==> src/rtl/i2c_mra_pkg.sv <==
// Shared types and constants for the I2C register access master.
`timescale 1ns / 1ps

package i2c_mra_pkg;

  // Write buffer depth and derived widths
  localparam int unsigned MAX_BURST = 16;
  localparam int unsigned BUF_AW    = $clog2(MAX_BURST);
  localparam int unsigned CNT_W     = $clog2(MAX_BURST + 1);

  // Request codes
  localparam logic [1:0] REQ_TICK  = 2'd0;
  localparam logic [1:0] REQ_LOAD  = 2'd1;
  localparam logic [1:0] REQ_START = 2'd2;

  // Reset value of the phase length register
  localparam logic [15:0] PHASE_TICKS_RST = 16'd10;

  // Input word
  typedef struct packed {
    logic [1:0] req_type;
    logic       sda_in;
    logic       is_read;
    logic [6:0] dev_addr;
    logic [7:0] reg_addr;
    logic [7:0] data_byte;
    logic [4:0] burst_length;
  } req_t;

  // Result word
  typedef struct packed {
    logic       scl_out;
    logic       sda_out;
    logic       sda_drive;
    logic       busy_res;
    logic       accepted;
    logic       read_valid;
    logic [7:0] read_data;
    logic       read_last;
    logic       done_res;
  } rsp_t;

endpackage

==> src/rtl/i2c_master_register_access_unit.sv <==
// I2C master that runs register write and read transactions, one item per clock while not stalled.
`timescale 1ns / 1ps

// Usage: each input word carries a request. A tick request advances the bus
// sequencer by one microsecond tick and samples sda_in. A load request appends
// data_byte to the write buffer while idle. A start request latches device,
// register, direction and read length and begins the bus sequence. Every
// accepted word returns exactly one result word with the pin levels, status
// flags and any received byte.
// Output: a result is registered, or held in the skid register while a result waits.
// Throughput: one word per clock while in_stall_o is low; the sequencer,
// counters and buffer update with each accepted word. A two-entry output
// stage (result register plus skid register) lets a new word enter while a
// result waits, so in_stall_o rises only when both entries hold results.
// Reset: the bus sits idle with SCL high and SDA driven high, the phase length
// returns to 10 ticks, the buffer count clears; buffer contents are not reset.
// Stall: while out_stall_i holds a valid result, it stays in place and at most
// one more word is accepted before in_stall_o goes high.
// The APB port holds phase_ticks at byte address 0; 0 acts as 1.
module i2c_master_register_access_unit
  import i2c_mra_pkg::*;
(
  input  logic        clk_i,
  input  logic        rst_ni,
  // input channel
  input  logic        in_valid_i,
  output logic        in_stall_o,
  input  req_t        in_data_i,
  // output channel
  output logic        out_valid_o,
  input  logic        out_stall_i,
  output rsp_t        out_data_o,
  // configuration
  input  logic        psel,
  input  logic        penable,
  input  logic        pwrite,
  input  logic [2:0]  paddr,
  input  logic [31:0] pwdata,
  output logic [31:0] prdata,
  output logic        pready
);

  // Sequencer state codes
  localparam logic [3:0] S_IDLE     = 4'd0;
  localparam logic [3:0] S_START_A  = 4'd1;
  localparam logic [3:0] S_PUT_DEVW = 4'd2;
  localparam logic [3:0] S_ACK_DEVW = 4'd3;
  localparam logic [3:0] S_PUT_REG  = 4'd4;
  localparam logic [3:0] S_ACK_REG  = 4'd5;
  localparam logic [3:0] S_PUT_DATA = 4'd6;
  localparam logic [3:0] S_ACK_DATA = 4'd7;
  localparam logic [3:0] S_START_B  = 4'd8;
  localparam logic [3:0] S_PUT_DEVR = 4'd9;
  localparam logic [3:0] S_ACK_DEVR = 4'd10;
  localparam logic [3:0] S_GET      = 4'd11;
  localparam logic [3:0] S_MACK     = 4'd12;
  localparam logic [3:0] S_STOP     = 4'd13;

  localparam logic [CNT_W-1:0] MAX_LEN = CNT_W'(MAX_BURST);

  logic [15:0]      phase_ticks_q;
  logic [3:0]       state_q, state_d;
  logic [15:0]      pc_q, pc_d;
  logic [1:0]       step_q, step_d;
  logic [2:0]       bit_q, bit_d;
  logic [CNT_W-1:0] byte_q, byte_d;
  logic [7:0]       shift_q, shift_d;
  logic [CNT_W-1:0] wcnt_q, wcnt_d;
  logic [6:0]       dev_q, dev_d;
  logic [7:0]       reg_q, reg_d;
  logic             dir_q, dir_d;
  logic [CNT_W-1:0] len_q, len_d;
  logic             scl_q, scl_d, sda_q, sda_d, drv_q, drv_d;
  logic [7:0]       wbuf_q [MAX_BURST];

  logic             in_acc;
  logic             busy;
  logic             do_go;
  logic             buf_we;
  logic [BUF_AW-1:0] rd_addr;
  logic [7:0]       rd_byte;
  logic [CNT_W-1:0] byte_inc;
  logic [CNT_W-1:0] len_in;
  logic [15:0]      eff_ticks;
  logic             last_cur, last_nxt;
  rsp_t             res;

  logic             out_valid_q, skid_valid_q;
  rsp_t             out_q, skid_q;

  // APB register access
  assign pready = 1'b1;
  assign prdata = (paddr[2] == 1'b0) ? {16'd0, phase_ticks_q} : 32'd0;

  always_ff @(posedge clk_i or negedge rst_ni) begin
    if (!rst_ni) begin
      phase_ticks_q <= PHASE_TICKS_RST;
    end else if (psel && penable && pwrite && pready && (paddr[2] == 1'b0)) begin
      phase_ticks_q <= pwdata[15:0];
    end
  end

  // Handshake
  assign in_stall_o = skid_valid_q;
  assign in_acc     = in_valid_i && !in_stall_o;
  assign busy       = (state_q != S_IDLE);

  // Buffer read port and helpers
  assign byte_inc  = byte_q + CNT_W'(1);
  assign rd_addr   = (state_q == S_ACK_REG) ? BUF_AW'(0) : byte_inc[BUF_AW-1:0];
  assign rd_byte   = wbuf_q[rd_addr];
  assign eff_ticks = (phase_ticks_q == 16'd0) ? 16'd1 : phase_ticks_q;
  assign last_cur  = ({1'b0, byte_q} + {{CNT_W{1'b0}}, 1'b1}) >= {1'b0, len_q};
  assign len_in    = (in_data_i.burst_length == 5'd0) ? CNT_W'(1) :
                     ({{CNT_W{1'b0}}, in_data_i.burst_length} > {{5{1'b0}}, MAX_LEN}) ?
                     MAX_LEN : CNT_W'(in_data_i.burst_length);

  // Next state for one word
  always_comb begin
    state_d = state_q;  pc_d = pc_q;       step_d = step_q;
    bit_d   = bit_q;    byte_d = byte_q;   shift_d = shift_q;
    wcnt_d  = wcnt_q;   dev_d = dev_q;     reg_d = reg_q;
    dir_d   = dir_q;    len_d = len_q;
    scl_d   = scl_q;    sda_d = sda_q;     drv_d = drv_q;
    do_go   = 1'b0;     buf_we = 1'b0;
    res     = '0;

    case (in_data_i.req_type)
      REQ_TICK: begin
        if (busy) begin
          if ({1'b0, pc_q} + 17'd1 >= {1'b0, eff_ticks}) begin
            // end of the current phase
            pc_d  = 16'd0;
            do_go = 1'b1;
            case (state_q)
              S_START_A, S_START_B: begin
                if (step_q < 2'd2) begin
                  step_d = step_q + 2'd1;
                end else begin
                  state_d = (state_q == S_START_A) ? S_PUT_DEVW : S_PUT_DEVR;
                  step_d  = 2'd0;
                  bit_d   = 3'd0;
                  shift_d = {dev_q, (state_q == S_START_B)};
                end
              end
              S_PUT_DEVW, S_PUT_REG, S_PUT_DATA, S_PUT_DEVR: begin
                if (step_q == 2'd3) begin
                  state_d = state_q + 4'd1;
                  step_d  = 2'd0;
                end else if (step_q == 2'd2) begin
                  if (bit_q < 3'd7) begin
                    bit_d  = bit_q + 3'd1;
                    step_d = 2'd0;
                  end else begin
                    step_d = 2'd3;
                  end
                end else begin
                  step_d = step_q + 2'd1;
                end
              end
              S_ACK_DEVW, S_ACK_REG, S_ACK_DATA, S_ACK_DEVR: begin
                step_d = 2'd0;
                if (step_q == 2'd0) begin
                  step_d = 2'd1;
                end else if (state_q == S_ACK_DEVW) begin
                  state_d = S_PUT_REG;
                  bit_d   = 3'd0;
                  shift_d = reg_q;
                end else if (state_q == S_ACK_REG) begin
                  if (dir_q) begin
                    state_d = S_START_B;
                  end else if (wcnt_q != '0) begin
                    byte_d  = '0;
                    state_d = S_PUT_DATA;
                    bit_d   = 3'd0;
                    shift_d = rd_byte;
                  end else begin
                    state_d = S_STOP;
                  end
                end else if (state_q == S_ACK_DATA) begin
                  byte_d = byte_inc;
                  if (byte_inc < wcnt_q && byte_inc < MAX_LEN) begin
                    state_d = S_PUT_DATA;
                    bit_d   = 3'd0;
                    shift_d = rd_byte;
                  end else begin
                    state_d = S_STOP;
                  end
                end else begin
                  byte_d  = '0;
                  shift_d = 8'd0;
                  bit_d   = 3'd0;
                  state_d = S_GET;
                end
              end
              S_GET: begin
                if (step_q == 2'd0) begin
                  if (in_data_i.sda_in) shift_d[3'd7 - bit_q] = 1'b1;
                  step_d = 2'd1;
                end else if (bit_q < 3'd7) begin
                  bit_d  = bit_q + 3'd1;
                  step_d = 2'd0;
                end else begin
                  res.read_valid = 1'b1;
                  res.read_data  = shift_q;
                  res.read_last  = last_cur;
                  state_d = S_MACK;
                  step_d  = 2'd0;
                end
              end
              S_MACK: begin
                if (step_q < (last_cur ? 2'd2 : 2'd3)) begin
                  step_d = step_q + 2'd1;
                end else if (last_cur) begin
                  state_d = S_STOP;
                  step_d  = 2'd0;
                end else begin
                  byte_d  = byte_inc;
                  shift_d = 8'd0;
                  bit_d   = 3'd0;
                  state_d = S_GET;
                  step_d  = 2'd0;
                end
              end
              S_STOP: begin
                if (step_q < 2'd2) begin
                  step_d = step_q + 2'd1;
                end else begin
                  // finish: idle without touching the pins
                  do_go   = 1'b0;
                  state_d = S_IDLE;
                  step_d  = 2'd0;
                  wcnt_d  = '0;
                  res.done_res = 1'b1;
                end
              end
              default: do_go = 1'b0;
            endcase
          end else begin
            pc_d = pc_q + 16'd1;
          end
        end
      end
      REQ_LOAD: begin
        if (!busy && wcnt_q < MAX_LEN) begin
          buf_we       = 1'b1;
          wcnt_d       = wcnt_q + CNT_W'(1);
          res.accepted = 1'b1;
        end
      end
      REQ_START: begin
        if (!busy) begin
          dir_d   = in_data_i.is_read;
          dev_d   = in_data_i.dev_addr;
          reg_d   = in_data_i.reg_addr;
          len_d   = len_in;
          byte_d  = '0;
          bit_d   = 3'd0;
          shift_d = 8'd0;
          state_d = S_START_A;
          step_d  = 2'd0;
          pc_d    = 16'd0;
          do_go   = 1'b1;
          res.accepted = 1'b1;
        end
      end
      default: ;
    endcase

    // Apply the pin levels of the phase just entered
    last_nxt = ({1'b0, byte_d} + {{CNT_W{1'b0}}, 1'b1}) >= {1'b0, len_d};
    if (do_go) begin
      case (state_d)
        S_START_A, S_START_B: begin
          if (step_d == 2'd0)      scl_d = 1'b1;
          else if (step_d == 2'd1) sda_d = 1'b0;
          else                     scl_d = 1'b0;
        end
        S_PUT_DEVW, S_PUT_REG, S_PUT_DATA, S_PUT_DEVR: begin
          if (step_d == 2'd0)      sda_d = shift_d[3'd7 - bit_d];
          else if (step_d == 2'd1) scl_d = 1'b1;
          else if (step_d == 2'd2) scl_d = 1'b0;
          else                     sda_d = 1'b0;
        end
        S_ACK_DEVW, S_ACK_REG, S_ACK_DATA, S_ACK_DEVR: begin
          if (step_d == 2'd0) begin
            sda_d = 1'b1;
            drv_d = 1'b0;
            scl_d = 1'b1;
          end else begin
            drv_d = 1'b1;
            scl_d = 1'b0;
          end
        end
        S_GET: begin
          if (step_d == 2'd0) begin
            if (bit_d == 3'd0) begin
              sda_d = 1'b1;
              drv_d = 1'b0;
            end
            scl_d = 1'b1;
          end else begin
            scl_d = 1'b0;
          end
        end
        S_MACK: begin
          drv_d = 1'b1;
          if (step_d == 2'd0)      sda_d = last_nxt;
          else if (step_d == 2'd1) scl_d = 1'b1;
          else if (step_d == 2'd2) scl_d = 1'b0;
          else                     sda_d = 1'b1;
        end
        S_STOP: begin
          if (step_d == 2'd0)      sda_d = 1'b0;
          else if (step_d == 2'd1) scl_d = 1'b1;
          else                     sda_d = 1'b1;
        end
        default: ;
      endcase
    end

    res.scl_out   = scl_d;
    res.sda_out   = sda_d;
    res.sda_drive = drv_d;
    res.busy_res  = (state_d != S_IDLE);
  end

  // Sequencer and latched command registers
  always_ff @(posedge clk_i or negedge rst_ni) begin
    if (!rst_ni) begin
      state_q <= S_IDLE;
      pc_q    <= 16'd0;
      step_q  <= 2'd0;
      bit_q   <= 3'd0;
      byte_q  <= '0;
      shift_q <= 8'd0;
      wcnt_q  <= '0;
      dev_q   <= 7'd0;
      reg_q   <= 8'd0;
      dir_q   <= 1'b0;
      len_q   <= CNT_W'(1);
      scl_q   <= 1'b1;
      sda_q   <= 1'b1;
      drv_q   <= 1'b1;
    end else if (in_acc) begin
      state_q <= state_d;
      pc_q    <= pc_d;
      step_q  <= step_d;
      bit_q   <= bit_d;
      byte_q  <= byte_d;
      shift_q <= shift_d;
      wcnt_q  <= wcnt_d;
      dev_q   <= dev_d;
      reg_q   <= reg_d;
      dir_q   <= dir_d;
      len_q   <= len_d;
      scl_q   <= scl_d;
      sda_q   <= sda_d;
      drv_q   <= drv_d;
    end
  end

  // Write buffer
  always_ff @(posedge clk_i) begin
    if (in_acc && buf_we) begin
      wbuf_q[wcnt_q[BUF_AW-1:0]] <= in_data_i.data_byte;
    end
  end

  // Output register and skid entry: valid flags
  always_ff @(posedge clk_i or negedge rst_ni) begin
    if (!rst_ni) begin
      out_valid_q  <= 1'b0;
      skid_valid_q <= 1'b0;
    end else if (!out_valid_q || !out_stall_i) begin
      out_valid_q  <= skid_valid_q || in_acc;
      skid_valid_q <= 1'b0;
    end else if (in_acc) begin
      skid_valid_q <= 1'b1;
    end
  end

  // Output register and skid entry: words
  always_ff @(posedge clk_i) begin
    if (!out_valid_q || !out_stall_i) begin
      out_q <= skid_valid_q ? skid_q : res;
    end else if (in_acc) begin
      skid_q <= res;
    end
  end

  assign out_valid_o = out_valid_q;
  assign out_data_o  = out_q;

`ifndef SYNTHESIS
  // The skid entry only fills behind a held result
  a_skid_behind_out: assert property (@(posedge clk_i) disable iff (!rst_ni)
    skid_valid_q |-> out_valid_q)
    else $error("skid entry valid without output word");

  // A start taken while idle leaves the sequencer running
  a_start_runs: assert property (@(posedge clk_i) disable iff (!rst_ni)
    (in_acc && !busy && in_data_i.req_type == REQ_START) |=> (state_q == S_START_A))
    else $error("start command did not launch the sequence");

  // Buffer count never exceeds its depth
  a_wcnt_range: assert property (@(posedge clk_i) disable iff (!rst_ni)
    wcnt_q <= MAX_LEN)
    else $error("write count beyond buffer depth");

  // A finished transaction reports idle
  a_done_idle: assert property (@(posedge clk_i) disable iff (!rst_ni)
    (out_valid_q && out_q.done_res) |-> !out_q.busy_res)
    else $error("done reported while still busy");
`endif

endmodule

==> config.mk <==
export PLATFORM = sky130hd
export DESIGN_NAME = i2c_master_register_access_unit
export DESIGN_NICKNAME = d
export VERILOG_FILES = /design/src/rtl/i2c_mra_pkg.sv /design/src/rtl/i2c_master_register_access_unit.sv
export SDC_FILE = /design/constraint.sdc
export NUM_CORES = 1
export LEC_CHECK = 0
export ABC_CLOCK_PERIOD_IN_PS = 5800
export BUFFER_PORTS_ARGS = -buffer_cell sky130_fd_sc_hd__buf_2
export CAP_MARGIN = 10
export CORE_UTILIZATION = 60
export CTS_CLUSTER_SIZE = 28
export DETAILED_ROUTE_END_ITERATION = 6
export PLACE_DENSITY = 0.9
export SLEW_MARGIN = 20
export SYNTH_ARGS = -nofsm -noshare
export SYNTH_HDL_FRONTEND = slang
export SYNTH_SLANG_ARGS = --single-unit
export TNS_END_PERCENT = 10
==> constraint.sdc <==
create_clock -name clk_i -period 5.8 [get_ports clk_i]
set_input_delay 0 -clock clk_i [delete_from_list [all_inputs] [get_ports clk_i]]
set_output_delay 0 -clock clk_i [all_outputs]
set_load 0.05 [all_outputs]
# After elaboration in Yosys (flattened, before gate mapping)
# Memory sizes are Yosys's and may differ from the RTL's.
# Index checks and enable logic that the tools add are counted.
[word_totals] ff_bits=117 mem_bits_rw=128 in_bits=74 output_inout_bits=51 word_cells=297 memories=1
[classes] addsub=11 magnitude_cmp=13 eq_ne=38 muxes=154 bitwise=4 n_reduce_logical=41
[memory_table] memory="wbuf_q" words=16 word_bits=8 rd=1 rd_ports_with_merged_regs=0 write_ports=1 line_no="i2c_master_register_access_unit.sv:74" rtl="logic [7:0] wbuf_q [MAX_BURST];"
[ops] cell="8-bit 2-to-1 mux" count=15
[ops] cell="5-bit 2-to-1 mux" count=20
[ops] cell="16-bit 2-to-1 mux" count=6
[ops] cell="4-bit 2-to-1 mux" count=18
[ops] cell="3-bit 2-to-1 mux" count=18
[ops] cell="4-bit equality test, second input constant" count=12
[ops] cell="1-bit 2-to-1 mux" count=43
[ops] cell="11-bit 2-to-1 mux" count=3
[ops] cell="4-bit by 3-bit equality test with 1-bit output, second input constant" count=8
[ops] cell="16-bit one-hot mux with 2 select lines" count=1
[ops] cell="8-bit one-hot mux with 4 select lines" count=1
[ops] cell="10-bit 2-to-1 mux" count=3
[ops] cell="5-bit one-hot mux with 2 select lines" count=3
[ops] cell="4-bit one-hot mux with 6 select lines" count=1
[ops] cell="16-bit by 1-bit adder with 17-bit output, second input constant" count=1
[ops] cell="17-bit by 16-bit >= comparator with 1-bit output" count=1
[ops] cell="16-bit by 1-bit adder with 16-bit output, second input constant" count=1
[ops] cell="4-bit by 2-bit equality test with 1-bit output, second input constant" count=4
[ops] cell="16-bit logical NOT" count=1
[ops] cell="2-bit 2-to-1 mux" count=8
[ops] cell="8-bit one-hot mux with 2 select lines" count=1
[ops] cell="4-bit OR reduction" count=4
[ops] cell="3-bit one-hot mux with 5 select lines" count=1
[ops] cell="5-bit OR reduction" count=3
[ops] cell="48 further kinds" count=84

# Logic depth before layout (Yosys ltp)
# Gate-level depths: netlist of run 1.
[depth] depth_word=19 depth_mapped=26 ltp_nobuf=25

# Worst setup path before layout of run 1
# No wires, ideal clock.
[synth_path] kind="register to register" from="register pc_q[0]" to="register out_q, in the netlist out_data_o[14], data pin" setup_ns=0.279 arrival_time_ns=4.703 t_required_ns=5.521 setup_slack_ns=0.818 stages_incl_launch_ff=25 n_path_buf=1 period_less_slack_ns=4.982 path_cell_list="dfrtp_1 > ha_1 > clkbuf_1 > and3_1 > nand2_1 > xnor2_1 > ha_1 > a2111oi_0 > o21ai_1 > a32oi_1 > nand3_1 > a31oi_1 > nor2_1 > nor2_1 > ha_1 > ha_1 > a21oi_1 > nor2b_1 > o21ai_0 > nand2b_1 > a21oi_1 > o211a_1 > o32ai_1 > nor4_2 > a31oi_1"
[synth_via] word_cells_on_any_way=61 cone_classes="3 x add/sub; 2 x order compare; 15 x eq/ne; 36 x mux; 5 x reduce/logical"
[synth_lines] element="start: declaration" line_no="i2c_master_register_access_unit.sv:63" rtl="logic [15:0] pc_q, pc_d;"
[synth_lines] element="start signal: assignment" line_no="i2c_master_register_access_unit.sv:347" rtl="pc_q <= pc_d;"
[synth_lines] element="16-bit by 1-bit adder with 17-bit output" line_no="i2c_master_register_access_unit.sv:131" rtl="if ({1'b0, pc_q} + 17'd1 >= {1'b0, eff_ticks}) begin"
[synth_lines] element="17-bit by 16-bit >= comparator with 1-bit output" line_no="i2c_master_register_access_unit.sv:131"
[synth_lines] element="5-bit 2-to-1 mux" line_no="i2c_master_register_access_unit.sv:131"
[synth_lines] element="5-bit 2-to-1 mux" line_no="i2c_master_register_access_unit.sv:130" rtl="if (busy) begin"
[synth_lines] element="5-bit one-hot mux with 2 select lines" line_no="i2c_master_register_access_unit.sv:128" rtl="case (in_data_i.req_type)"
[synth_lines] element="named net byte_d[0]" line_no="i2c_master_register_access_unit.sv:66" rtl="logic [CNT_W-1:0] byte_q, byte_d;"
[synth_lines] element="5-bit by 1-bit adder with 6-bit output" line_no="i2c_master_register_access_unit.sv:271" rtl="last_nxt = ({1'b0, byte_d} + {{CNT_W{1'b0}}, 1'b1}) >= {1'b0, len_d};"
[synth_lines] element="6-bit by 5-bit >= comparator with 1-bit output" line_no="i2c_master_register_access_unit.sv:271"
[synth_lines] element="1-bit 2-to-1 mux" line_no="i2c_master_register_access_unit.sv:308" rtl="if (step_d == 2'd0) sda_d = last_nxt;"
[synth_lines] element="1-bit one-hot mux with 6 select lines" line_no="i2c_master_register_access_unit.sv:273" rtl="case (state_d)"
[synth_lines] element="1-bit 2-to-1 mux" line_no="i2c_master_register_access_unit.sv:272" rtl="if (do_go) begin"
[synth_lines] element="16-bit 2-to-1 mux" line_no="i2c_master_register_access_unit.sv:386" rtl="out_q <= skid_valid_q ? skid_q : res;"
[synth_lines] element="end signal: assignment" line_no="i2c_master_register_access_unit.sv:386"
[synth_lines] element="end: declaration" line_no="i2c_master_register_access_unit.sv:89" rtl="rsp_t out_q, skid_q;"
# The timed path passes the listed nets, and every way through them passes these cells. The select of a mux whose other input is x is not followed.
# A chain may end at the register's enable or synchronous reset.

==> results.md, run 1 <==
- Run status: complete, but fails checks
- Violated checks: DRC, hold timing
- Number of global-route vias before repair: 11690
- Fmax: 177.6 MHz
- Power per cell area: 313.4 nW/um2
- Clock sinks: 245
- H-Tree Depth: 1
- Share of cells above drive strength 1: 0.1926
- #FFs+latches synth: 245
- Max FO, Critical Path: 5
- Routed Antenna Nets: 0
- Core ar.: 22780 um2
- Final setup vio count: 0
- Clock Latency Late Sink: 550 ps
- Post-route cell area: 16190 um2
- Post-Route WL: 42630 um
- Crit path max-delay cell type: dfrtp_1
- Ys Warns: 0
- Worst Tran Pin Value: 1067 ps
- Headroom to the max-slew limit: 0.2858
- Root Buffer: clkbuf_16
- Skew final: 16.62 ps
- WL/cell: 23.98 um
- I/O Pins: 125
- DP Wirelength: 27820 um
- Netlist Area Pre-Place: 14050 um2
- Worst IR drop on VDD: 0.0002828 V
- Post-Synthesis Cells: 1314
- Via/cell ratio: 6.741
- Max incr delay on CP: 410 ps
- Initial Util: 0.6167
- Sequential share of the synthesized area: 0.4940
- Die Height: 155.0 um
- Vias: 11990
- Hold Path Class: in -> async
- Fin crit share: 0.9709
- Max_cap viols: 0
- Post-layout min period: 5631 ps
- Global placement routability congestion: 0.9829
- Final Net Count: 1568
- Hold_ws: -2.415 ps
- Tot Pwr: 5074 uW
- Final Max Tran Viols: 0
- CTS buffer count: 26
- I/O Buffers: 89
- CP Cell Sequence: nand3_1 -> nor2_4 -> and3_1 -> nand2_1 -> xnor2_2 -> ha_1 -> a2111oi_2 -> o21ai_1 -> a32oi_2 -> and3_2 -> nor2_1 -> a21oi_2 -> nor2_2 -> ha_1 -> xnor2_1 -> ha_1 -> nor2b_1 -> o21ai_0 -> nand2b_1 -> a21oi_1 -> o211a_1 -> o32ai_1 -> nor4_2 -> a21oi_1
- DR iter-0 viols: 1408
- DRT Pass-1 Iters: 7
- Area grow syn2layout: 15.28%
- FFs w/ async S/R, synth: 0.3469
- GRT overflow: 0
- Post-DP Area: 14760 um2
- CP startpoint kind: register
- Initial antenna violation count: 1
- Count of different cell masters after synthesis: 104
- CP Capture Type: register
- CTS tree: yes
- Number of remaining DRC errors: 16
- Number of flops mapped to enable cells by yosys: 160
- Required @ worst endpoint: 6080 ps
- Synth Flop Type: edfxtp_1
- Clk buf depth: 3
- Die ar.: 24030 um2
- Tot GR Track Use: 0.3501
- WS Path Type: reg -> reg
- Cell mode on critical path: ha_1
- Clock-pin slew on the worst setup and hold paths: 70 ps
- Critical Path AT: 5910 ps
- Filler instances: 1526
- Layout Utilization: 0.7109
- Rows: 55
- Fin. Hold Viols: 1
- Commonest non-fill, non-tap cell in the layout: edfxtp_1
- Commonest cells after routing, fill and taps aside: edfxtp_1 (160), nand2_1 (111), nor2_1 (94)
- Die Wd: 155.0 um
- Largest net degree at the start of global routing: 59
- LEAKAGE: 0.006300 uW
- Synthesized area per cell: 10.69 um2
- First-pass GRT wire length: 64330 um
## path summary, 6_finish.rpt
| check | from | to | slack, ps | cells after the start |
|---|---|---|---|---|
| setup / recovery | pc_q[3] | skid_q[14] | 170 | 24 |
| hold / removal | rst_ni | drv_q | -2 | 2 |
| setup reg to reg | pc_q[3] | skid_q[14] | 170 | 24 |
| hold reg to reg | len_q[0] | len_q[0] | 500 | 2 |
| max in group asynchronous | rst_ni | byte_q[0] | 4920 | 3 |
| min in group clk_i | in_data_i[31] | skid_q[11] | 40 | 4 |
## critical path: cells and delay by family, from the launching register on
kind / cells / cell delay [ps]
AOI/OAI and AO/OA: 9 / 1880
and+or+nand+nor: 10 / 1840
adders and majority gates: 3 / 840
DFF: 1 / 410
xor gates and xnor gates: 2 / 400
## through the flow
step	setup slack [ps]	setup TNS [ps]	cells
3_3_place_gp	320.0	0	1680
6_report	168.8	0	1778
5_1_grt	-47.02	-87.63	1777
4_1_cts	71.90	0	1775
2_1_floorplan	817.8	0	1329
3_5_place_dp	108.2	0	1680
## layout make-up
| class | instances | area (um2) | area share |
|---|---|---|---|
| multi-input combinational | 943 | 6590 | 0.4070 |
| timing repair buffer | 171 | 1194 | 0.07371 |
| clock buffer | 29 | 661.9 | 0.04087 |
| sequential | 245 | 6943 | 0.4288 |
| inverter | 58 | 217.7 | 0.01344 |
| clock inverter | 18 | 192.7 | 0.01190 |
| tap | 313 | 391.6 | 0.02418 |
| antenna | 1 | 2.502 | 0.0001545 |
## metal layers
metal / routed length, um / part of all wire / global-route usage
met2: 20450 / 0.48 / 0.5843
met1: 15580 / 0.37 / 0.4239
met5: 0 / 0 / 0
met4: 2435 / 0.057 / 0.2023
met3: 4154 / 0.097 / 0.07047
## registers in the layout, summed over array words and instances (netlist names)
name           count
bit_q              3
byte_q             5
dev_q              7
dir_q              1
drv_q              1
in_stall_o         1
len_q              5
out_data_o        16
out_valid_o        1
pc_q              16
phase_ticks_q     16
reg_q              8
scl_q              1
sda_q              1
shift_q            8
skid_q            16
state_q            4
step_q             2
wbuf_q           128
wcnt_q             5
## cells by family (layout without fill, tap and decap cells)
group,Yosys count,in the layout,share of synthesized area
compound gates,371,371,0.1854
flops,245,245,0.4940
buf+inv,141,276,0.04587
fa+ha+maj,49,49,0.04364
xor+xnor,21,21,0.01309
mux,88,88,0.07428
other cells,2,18,0.0005346
simple gates,397,397,0.1431
## where the power goes
group          switching, uW  leakage (uW)  internal [uW]
registers                160       0.00252           2030
clock network            735      0.000404            927
logic                    780       0.00337            440
total                   1680       0.00630           3400
## Yosys cell counts (17+ instances only)
cell / n / share of area
nand2b_1: 18 / 0.0080
buf_2: 17 / 0.0061
mux2_2: 53 / 0.042
a21oi_1: 67 / 0.024
nor3_1: 25 / 0.0089
buf_4: 19 / 0.010
edfxtp_1: 160 / 0.34
inv_1: 56 / 0.015
nand2_1: 112 / 0.030
dfrtp_1: 79 / 0.14
ha_1: 49 / 0.044
mux2i_1: 26 / 0.019
nand3_1: 29 / 0.010
clkbuf_1: 38 / 0.010
o21ai_0: 75 / 0.027
nor2_1: 97 / 0.026
## what timing repair did
action	CTS	global route
setup endpoints to repair	0	4
hold buffers	48	0
endpoints found under the hold margin	194	0
resized for setup	0	13
setup buffers	0	2
Note: power is estimated with default switching activity, not from simulation.
==> run 2: changes to the inputs <==
--- a/config.mk
+++ b/config.mk
@@ -5,7 +5,7 @@
 export SDC_FILE = /design/constraint.sdc
 export NUM_CORES = 1
 export LEC_CHECK = 0
-export ABC_CLOCK_PERIOD_IN_PS = 5800
+export ABC_CLOCK_PERIOD_IN_PS = 7200
 export BUFFER_PORTS_ARGS = -buffer_cell sky130_fd_sc_hd__buf_2
 export CAP_MARGIN = 10
 export CORE_UTILIZATION = 60
==> constraint.sdc (replaced) <==
create_clock -name clk_i -period 7.2 [get_ports clk_i]
set_input_delay 0 -clock clk_i [delete_from_list [all_inputs] [get_ports clk_i]]
set_output_delay 0 -clock clk_i [all_outputs]
set_load 0.05 [all_outputs]
==> run 2 against run 1 <==
The run now ends clean. Non-clock buffer count down 17. Global-route usage down 0.61 points. Setup slack better by 690 ps. Cell area down 1.2%. Clock-buffer cell count up 2. Final cell count down 1.1%. Clock power down 20%. Hold slack better by 55 ps. Die area unchanged. Total power down 20%. Critical endpoint is now out_data_o[14]. Largest power group unchanged.
==> results.md, run 2 (same netlist as run 1, synthesis figures left out) <==
- Run status: finished, final reports clean
- Headroom to the max-slew limit: 0.2779 (-0.007881)
- Commonest non-fill, non-tap cell in the layout: edfxtp_1
- Largest net degree at the start of global routing: 56 (-5.1%)
- Clk buf depth: 3 (unchanged)
- Commonest cells after routing, fill and taps aside: edfxtp_1 (160), nand2_1 (111), nor2_1 (96)
- Share of cells above drive strength 1: 0.1743 (-0.01835)
- Post-Route WL: 41170 um (-3.4%)
- Final TNS setup: 0 ps (unchanged)
- Tot GR Track Use: 0.3440 (-0.006088)
- Final Net Count: 1551 (-1.1%)
- Power per cell area: 253.0 nW/um2 (-19%)
- H-Tree Depth: 1 (unchanged)
- Die Height: 155.0 um (unchanged)
- Area grow syn2layout: 13.94%
- Fin. Hold Viols: 0 (-1)
- Hold Path Class: in -> reg
- WS Path Type: reg -> reg
- Clock-pin slew on the worst setup and hold paths: 70 ps (about the same)
- Layout Utilization: 0.7027 (-0.008240)
- Initial antenna violation count: 0 (-1)
- Final setup vio count: 0 (unchanged)
- Post-route worst setup slack: 862.0 ps (+693.2 ps)
- CP startpoint kind: register
- RR Startpoint: pc_q[2]
- Skew final: 31.62 ps (+15.00 ps)
- GRT overflow: 0 (unchanged)
- Root Buffer: clkbuf_16
- DP Wirelength: 27210 um (-2.2%)
- Post-CTS Setup Bufs: 0 (unchanged)
- Clock sinks: 245 (unchanged)
- RSZ-0062 raised after global routing: false
- CTS buffer count: 26 (unchanged)
- CTS tree: yes
- Required @ worst endpoint: 7460 ps (+1380 ps)
- Hold_sp: in_data_i[31]
- Worst slack at placement: 1147 ps (+1039 ps)
- Max_cap viols: 0 (unchanged)
- Die Wd: 155.0 um (unchanged)
- DRT Pass-1 Iters: 6 (-1)
- Worst IR drop on VDD: 0.0002119 V (-25%)
- WL/cell: 23.40 um (-2.4%)
- Number of remaining DRC errors: 0 (-16)
- First-pass GRT wire length: 63680 um (-1.0%)
- Crit. Startpoint: pc_q[2]
- Routed Antenna Nets: 0 (unchanged)
- R2R cell count: 25 (+4.2%)
- Initial Util: 0.6167 (unchanged)
- I/O Buffers: 89 (unchanged)
- Max FO, Critical Path: 8 (+3)
- I/O Pins: 125 (unchanged)
- Number of global-route vias before repair: 11560 (-1.1%)
- Critical Path AT: 6600 ps (+690 ps)
- Worst Tran Pin Value: 1080 ps (+12.50 ps)
- Max reg flops: 128 (unchanged)
- LEAKAGE: 0.006199 uW (-1.6%)
- Filler instances: 1548 (+1.4%)
- Hold Path Stages: 4
- Vias: 11890 (-0.76%)
- DR iter-0 viols: 1704 (+21%)
- Fin crit share: 0.8803 (-0.09062)
- Fmax: 157.8 MHz (-11%)
- Global placement routability congestion: 1.012 (+3.0%)
- Final Max Tran Viols: 0 (unchanged)
- Die ar.: 24030 um2 (unchanged)
- CP Capture Type: register
- Via/cell ratio: 6.762 (+0.31%)
- Clock Latency Late Sink: 560 ps (about the same)
- Post-layout min period: 6338 ps (+706.8 ps)
- ANT cells: 0 (-1)
- Rows: 55 (unchanged)
- Core ar.: 22780 um2 (unchanged)
## run 2: per-layer routing
layer	GRT usage	wire [um]
met5	0	0
met2	0.5907	20040
met3	0.05014	3808
met1	0.4359	15540
met4	0.1462	1777
## run 2: layout make-up
cell class / instances / area, um2 / share of cell area
flip-flops and latches: 245 / 6940 / 0.4336
inverters: 58 / 217.7 / 0.01360
clock inverters: 15 / 172.7 / 0.01079
repair buffers: 154 / 1069 / 0.06676
clock buffers: 31 / 669.4 / 0.04182
well taps: 313 / 391.6 / 0.02447
multi-input cells: 943 / 6545 / 0.4089
## run 2: metrics by stage
step	cell area, um2	hold WS, ps	cells	total power [uW]
final	16010	53.00	1759	4050
after global routing	16010	89.85	1759	4181
after CTS	15980	34.54	1759	3990
after detailed placement	14640	-27.11	1664	2669
after global placement	14640	-34.28	1664	2642
after floorplan	14100	-295.6	1329	2398
## run 2: power breakdown
part | switching (uW) | internal, uW
Clock | 582 | 747
Sequential | 134 | 1640
Combinational | 610 | 340
Total | 1330 | 2720
## run 2: worst paths after layout
check / endpoint / slack, ps
max reg2reg: out_data_o[14] / 860
min in group asynchronous: phase_ticks_q[3] / 540
min: skid_q[11] / 50
min reg2reg: pc_q[5] / 500
max in group asynchronous: byte_q[0] / 5870
max: out_data_o[14] / 860
## run 2: worst max-delay path, stage by stage (launching register included)
cell and delay, ps:
dfrtp_1 490, nand3_1 170, nor2_2 200, nand4_1 320, nor3_1 340, xor2_1 150
ha_1 250, a2111oi_0 460, o21ai_1 150, a32oi_1 380, nand3_1 110, buf_4 200
a31oi_1 600, nor2_1 140, nor2_1 200, ha_1 260, ha_1 270, a21oi_1 130
nor2b_1 50, o21ai_0 160, nand2b_1 90, a21oi_1 150, o211a_1 250, o32ai_1 110
nor4_2 260, a31oi_1 130
## run 2: timing repair
| item | in CTS | in global routing |
|---|---|---|
| hold buffers | 49 | 0 |
| resized for setup | 0 | 0 |
| endpoints found under the hold margin | 201 | 0 |
